<file path="src/quoted_op_spelling_scanner_macros.svh">
// assertion helpers for the quoted op spelling scanner
`ifndef QUOTED_OP_SPELLING_SCANNER_MACROS_SVH
`define QUOTED_OP_SPELLING_SCANNER_MACROS_SVH

`ifndef NO_ASSERTIONS
`define QOSS_ASSERT_NOW(label, ante, cons) \
	label: assert property (@(posedge clk) disable iff (!arst_n) (ante) |-> (cons)) \
		else $error("assertion failed");
`define QOSS_ASSERT_NEXT(label, ante, cons) \
	label: assert property (@(posedge clk) disable iff (!arst_n) (ante) |=> (cons)) \
		else $error("assertion failed");
`else
`define QOSS_ASSERT_NOW(label, ante, cons)
`define QOSS_ASSERT_NEXT(label, ante, cons)
`endif

`endif

</file>
<file path="src/qoss_pkg.sv">
package qoss_pkg;

	typedef struct packed {
		logic [7:0] data_byte;
		logic       last_byte;
	} qoss_in_t;

	typedef struct packed {
		logic generic_op_found;
		logic bytecode_header;
		logic reject_message;
	} qoss_out_t;

	localparam logic [7:0] CH_SLASH  = 8'h2F;
	localparam logic [7:0] CH_STAR   = 8'h2A;
	localparam logic [7:0] CH_QUOTE  = 8'h22;
	localparam logic [7:0] CH_BSLASH = 8'h5C;
	localparam logic [7:0] CH_LPAREN = 8'h28;
	localparam logic [7:0] CH_NL     = 8'h0A;

	localparam logic [2:0] HDR_LEN    = 3'd4;
	localparam logic [1:0] PREFIX_LEN = 2'd3;

	function automatic logic [7:0] prefix_char(input logic [1:0] pos);
		logic [7:0] ch;
		case (pos)
			2'd0:    ch = 8'h61;
			2'd1:    ch = 8'h63;
			2'd2:    ch = 8'h2E;
			default: ch = 8'h00;
		endcase
		return ch;
	endfunction

	function automatic logic [7:0] magic_char(input logic [1:0] pos);
		logic [7:0] ch;
		case (pos)
			2'd0:    ch = 8'h4D;
			2'd1:    ch = 8'h4C;
			2'd2:    ch = 8'hEF;
			default: ch = 8'h52;
		endcase
		return ch;
	endfunction

endpackage

</file>
<file path="src/quoted_op_spelling_scanner.sv">
// Quoted op spelling scanner.
// Input channel (in_valid/in_ready/in_data) carries one message byte per word,
// with last_byte marking the end of a message. Output channel
// (out_valid/out_ready/out_data) carries one result word per message: found,
// bytecode header and reject.
// Each accepted byte is held in an input register and the scan state is
// updated from that register; the result of a message is registered into
// out_data when its last byte leaves the input register.
// Throughput is one byte per cycle, but a last byte waits while a result is held.
// After the last byte the scan state returns to its reset values, so the next
// byte starts a new message.
// Reset clears the scan state and both valid flags; no word is pending.
// A stalled receiver holds the result register; further non-last bytes keep
// flowing, and the next last byte waits in the input register until the
// result register is free.
`include "quoted_op_spelling_scanner_macros.svh"

module quoted_op_spelling_scanner (
	input  logic               clk,
	input  logic               arst_n,
	input  logic               in_valid,
	output logic               in_ready,
	input  qoss_pkg::qoss_in_t  in_data,
	output logic               out_valid,
	input  logic               out_ready,
	output qoss_pkg::qoss_out_t out_data
);
	import qoss_pkg::*;

	typedef enum logic [5:0] {
		M_NORMAL = 6'b000001,
		M_SLASH  = 6'b000010,
		M_LINE   = 6'b000100,
		M_BLOCK  = 6'b001000,
		M_STRING = 6'b010000,
		M_AFTER  = 6'b100000
	} mode_t;

	logic       valid_s1;
	logic [7:0] byte_s1;
	logic       last_s1;
	logic       advance;

	mode_t      mode_q, mode_d;
	logic       star_q, star_d;
	logic       esc_q, esc_d;
	logic [1:0] pos_q, pos_d;
	logic       pmatch_q, pmatch_d;
	logic       found_q, found_d;
	logic [2:0] hdr_cnt_q, hdr_cnt_d;
	logic       magic_q, magic_d;

	logic      out_valid_q;
	qoss_out_t out_data_q;
	qoss_out_t result;

	assign advance  = valid_s1 && (!last_s1 || !out_valid_q || out_ready);
	assign in_ready = !valid_s1 || advance;

	always_ff @(posedge clk or negedge arst_n) begin
		if (!arst_n) begin
			valid_s1 <= 1'b0;
		end else if (in_ready) begin
			valid_s1 <= in_valid;
		end
	end

	always_ff @(posedge clk) begin
		if (in_ready && in_valid) begin
			byte_s1 <= in_data.data_byte;
			last_s1 <= in_data.last_byte;
		end
	end

	always_comb begin
		logic [7:0] c;
		logic       plain;
		c         = byte_s1;
		plain     = 1'b0;
		mode_d    = mode_q;
		star_d    = star_q;
		esc_d     = esc_q;
		pos_d     = pos_q;
		pmatch_d  = pmatch_q;
		found_d   = found_q;
		hdr_cnt_d = hdr_cnt_q;
		magic_d   = magic_q;

		if (hdr_cnt_q < HDR_LEN) begin
			if (c != magic_char(hdr_cnt_q[1:0])) begin
				magic_d = 1'b0;
			end
			hdr_cnt_d = hdr_cnt_q + 3'd1;
		end

		case (mode_q)
			M_SLASH: begin
				if (c == CH_SLASH) begin
					mode_d = M_LINE;
				end else if (c == CH_STAR) begin
					mode_d = M_BLOCK;
					star_d = 1'b0;
				end else begin
					plain = 1'b1;
				end
			end
			M_LINE: begin
				if (c == CH_NL) begin
					mode_d = M_NORMAL;
				end
			end
			M_BLOCK: begin
				if (star_q && c == CH_SLASH) begin
					mode_d = M_NORMAL;
				end
				star_d = (c == CH_STAR);
			end
			M_STRING: begin
				if (!esc_q && c == CH_QUOTE) begin
					mode_d = (pmatch_q && pos_q == PREFIX_LEN) ? M_AFTER : M_NORMAL;
				end else begin
					if (pos_q < PREFIX_LEN) begin
						if (c != prefix_char(pos_q)) begin
							pmatch_d = 1'b0;
						end
						pos_d = pos_q + 2'd1;
					end
					esc_d = !esc_q && c == CH_BSLASH;
				end
			end
			M_AFTER: begin
				if (c inside {8'h20, 8'h09, 8'h0A, 8'h0B, 8'h0C, 8'h0D}) begin
					mode_d = M_AFTER;
				end else if (c == CH_LPAREN) begin
					found_d = 1'b1;
					mode_d  = M_NORMAL;
				end else begin
					plain = 1'b1;
				end
			end
			default: begin
				plain = 1'b1;
			end
		endcase

		if (plain) begin
			if (c == CH_SLASH) begin
				mode_d = M_SLASH;
			end else if (c == CH_QUOTE) begin
				mode_d   = M_STRING;
				esc_d    = 1'b0;
				pos_d    = 2'd0;
				pmatch_d = 1'b1;
			end else begin
				mode_d = M_NORMAL;
			end
		end

		result.generic_op_found = found_d;
		result.bytecode_header  = (hdr_cnt_d >= HDR_LEN) && magic_d;
		result.reject_message   = found_d && !result.bytecode_header;
	end

	always_ff @(posedge clk or negedge arst_n) begin
		if (!arst_n) begin
			mode_q    <= M_NORMAL;
			star_q    <= 1'b0;
			esc_q     <= 1'b0;
			pos_q     <= 2'd0;
			pmatch_q  <= 1'b1;
			found_q   <= 1'b0;
			hdr_cnt_q <= 3'd0;
			magic_q   <= 1'b1;
		end else if (advance) begin
			if (last_s1) begin
				mode_q    <= M_NORMAL;
				star_q    <= 1'b0;
				esc_q     <= 1'b0;
				pos_q     <= 2'd0;
				pmatch_q  <= 1'b1;
				found_q   <= 1'b0;
				hdr_cnt_q <= 3'd0;
				magic_q   <= 1'b1;
			end else begin
				mode_q    <= mode_d;
				star_q    <= star_d;
				esc_q     <= esc_d;
				pos_q     <= pos_d;
				pmatch_q  <= pmatch_d;
				found_q   <= found_d;
				hdr_cnt_q <= hdr_cnt_d;
				magic_q   <= magic_d;
			end
		end
	end

	always_ff @(posedge clk or negedge arst_n) begin
		if (!arst_n) begin
			out_valid_q <= 1'b0;
		end else if (advance && last_s1) begin
			out_valid_q <= 1'b1;
		end else if (out_ready) begin
			out_valid_q <= 1'b0;
		end
	end

	always_ff @(posedge clk) begin
		if (advance && last_s1) begin
			out_data_q <= result;
		end
	end

	assign out_valid = out_valid_q;
	assign out_data  = out_data_q;

	// a result never overwrites one still waiting
	`QOSS_ASSERT_NOW(a_no_overrun, advance && last_s1 && out_valid_q, out_ready)
	// end of message returns the scan state to its start
	`QOSS_ASSERT_NEXT(a_restart, advance && last_s1,
		mode_q == M_NORMAL && hdr_cnt_q == 3'd0 && !found_q && magic_q)
	// reject only with a find and no bytecode header
	`QOSS_ASSERT_NOW(a_reject, out_valid_q,
		out_data_q.reject_message ==
		(out_data_q.generic_op_found && !out_data_q.bytecode_header))
	// the header count saturates
	`QOSS_ASSERT_NOW(a_hdr_sat, valid_s1, hdr_cnt_q <= HDR_LEN)

endmodule

</file>
<file path="config.mk">
export PLATFORM = sky130hd
export DESIGN_NAME = quoted_op_spelling_scanner
export DESIGN_NICKNAME = d
export VERILOG_FILES = /design/src/qoss_pkg.sv /design/src/quoted_op_spelling_scanner.sv
export VERILOG_INCLUDE_DIRS = /design/src /design/src/src
export SDC_FILE = /design/constraint.sdc
export NUM_CORES = 1
export LEC_CHECK = 0
export BUFFER_PORTS_ARGS = -buffer_cell sky130_fd_sc_hd__buf_4
export CAP_MARGIN = 20
export CORE_ASPECT_RATIO = 0.8
export CORE_MARGIN = 3
export CORE_UTILIZATION = 40
export CTS_BUF_LIST = sky130_fd_sc_hd__clkbuf_8
export CTS_CLUSTER_SIZE = 28
export DETAILED_ROUTE_END_ITERATION = 16
export GPL_TIMING_DRIVEN = 0
export PLACE_DENSITY = 0.67
export SYNTH_ARGS = -nofsm -noshare
export SYNTH_HDL_FRONTEND = slang
export SYNTH_SLANG_ARGS = --single-unit
</file>
<file path="constraint.sdc">
create_clock -name clk -period 2.4 [get_ports clk]
set_input_delay 0.36 -clock clk [delete_from_list [all_inputs] [get_ports clk]]
set_output_delay 0.36 -clock clk [all_outputs]
set_load 0.1 [all_outputs]
</file>
==> impl_metrics.ini <==
[detailed_routing]
drt_iter0_drc = 87
drt_pass1_iterations = 4
wl_um = 4380
vias_per_cell = 5.69
drc_errors = 0
vias = 1644
antenna_left = 0
wire_per_inst_um = 15.2

[clocking]
cts_tree = yes
post_cts_buffers = 0
cts-root-buf = clkbuf_8
worstSkewPairLatency_ps = 290
cts_buffers = 5
clk_path_buf_depth = 2
htreeDepth = 2
clkSlewWorstSetupHoldPaths_ps = 60
cts.sinks = 30

[logic_synthesis]
ys_seq_elements = 30
synth_area_leader_cell = dfrtp_1
synth-edff-count = 12
yosys.cell_types.count = 62
synth_ff_type = dfrtp_1
synth_nets = 224
synthCells = 203
synth-seq-area-share_pct = 40.6
postSynth.asyncResetShare_pct = 60.0
synth_common_cells = nor2_1 (17), dfrtp_1 (15), nand2_1 (14)
synth.top_cells.by_area = dfrtp_1 (19%), edfxtp_1 (18%), ha_1 (5.0%)
syn-cell-area_mm2 = 0.00201
syn_avg_cell_area_um2 = 9.89
ys_warn_count = 0
synth.most_common_cell = nor2_1
synth_top_area_share_pct = 18.7

[sta]
worst_pin_slew_ps = 456
setup_violations = 0
final.setup_skew_ps = 3.71
tns_ps = 0
maxSlewViolCount = 0
post-route-min-period_ps = 2170
rsz0062_at_grt = no
fin_crit_sh_pct = 90.3
slew_headroom_pct = 69.5
fin_hold_ws_ps = 245
clock.fmax_ghz = 0.462
finalHoldViolCount = 0

[finish]
final_layout_size_suffix_gt1_share_pct = 24.5
syn_to_final_growth_pct = 18.4
final_core_util_pct = 50.5
instances_no_fill = 289
diodes = 0
fillers = 439
fin_nets = 249

[floorplan]
start_util_pct = 42.7
row_count = 22
die_y_um = 69.4
io_pins = 18
die-area_mm2 = 0.00591
core_area_mm2 = 0.00471
fp.dieW_um = 85.2

[worst_setup_path]
crit_end = star_q
crit_fanout = 7
critPathKind = flip-flop to flip-flop
critPathLaunchType = flip-flop
startpoint = byte_s1[6]
timing.rr.end = star_q
required_ps = 2630
cp.arrival_ps = 2390
worstReg2RegStart = byte_s1[6]
crit_path_end_kind = flip-flop
reg2regPathDepth = 6
rrSetupSlack_ps = 230

[min_path]
hold_class = input port to flip-flop
hold_depth = 1
worstHoldStart = in_data[8]

[outcome]
status = finished clean

[power_and_ir_drop]
p_per_area_mw_per_mm2 = 617
leakage_nw = 0.989
peakVddDrop_mv = 0.429

[job]
cap_viol_max_count = 0

[global_route]
grt_pass1_vias = 1513
grt_first_pass_wirelength_um = 7250
antenna_found_initial = 0
track_usage_pct = 15.3
grt_max_degree = 19
grt-ovfl-total = 0

[place]
portBuffers = 17
hpwl_um = 3210
dp_cells = 280
gp_congestion = 0.770
[sequential cells by signal (all words and copies together) (netlist names)]
name,count
out_valid,1
hdr_cnt_q,3
valid_s1,1
mode_q,6
pmatch_q,1
esc_q,1
magic_q,1
last_s1,1
found_q,1
byte_s1,8
out_data,3
star_q,1
pos_q,2
[routing by layer]
metal / vias to the layer above / track usage, % / wire length, um
li1: 807 / - / -
met1: 786 / 21.4 / 2200
met2: 45 / 22.7 / 1950
met3: 6 / 4.16 / 181
met4: 0 / 5.45 / 50
met5: - / 0 / 0
[critical path, stage by stage (launching register included)]
cell	delay, ps
edfxtp_1	520
nor4b_4	440
nand4_2	190
a21oi_2	250
o211ai_4	170
o41ai_2	340
a221o_1	190
[placed cells by master (no fill, tap or decap), types with 7 or more instances in the layout]
master	count
nand2_1	14
ha_1	8
edfxtp_1	12
nor3_1	7
dfrtp_1	14
a21oi_1	12
inv_1	10
o21ai_0	7
buf_4	18
nor2_1	17
[worst min-delay path by stage]
stage	slack (ps)	end
finish	240	byte_s1[7]
global route	240	byte_s1[6]
CTS	240	byte_s1[1]
detailed placement	250	pos_q[1]
global placement	240	pos_q[0]
floorplan	60	esc_q
[kinds of logic after synthesis]
logic type	share of synthesized area (%)
AOI/OAI and AO/OA	21.3
xor gates and xnor gates	2.62
adders and majority gates	4.98
buffers and inverters	5.17
DFF	40.6
muxes	0.498
and+or+nand+nor	24.9
[power by group]
part,internal (mW),switching [mW],total [mW]
combinational,0.0966,0.146,0.242
clock,0.411,0.196,0.606
sequential,0.576,0.0418,0.617
total,1.08,0.383,1.47
[through the flow]
| stage | total power, mW | area, um2 | worst slack, ps |
|---|---|---|---|
| after global placement | 0.862 | 2220 | 218 |
| after CTS | 1.47 | 2360 | 117 |
| after detailed placement | 0.866 | 2220 | 163 |
| final | 1.47 | 2380 | 234 |
| after global routing | 1.53 | 2380 | 73.3 |
| after floorplan | 0.799 | 2020 | -36.5 |
[repair_timing]
action | in CTS | in global routing
hold endpoints to repair | 15 | 0
hold buffers | 1 | 0
endpoints found under the setup margin | 0 | 2
gates resized for setup | 0 | 3
[cell type report]
class,instances,area [um2],share of cell area (%)
multi-input cells,152,1110,46.6
well taps,60,75.1,3.16
plain buffers,11,67.6,2.84
clock inverters,3,63.8,2.68
flip-flops and latches,30,818,34.4
clock buffers,5,68.8,2.89
repair buffers,18,138,5.79
inverters,10,37.5,1.58
Power figures use the tool's default switching activity.
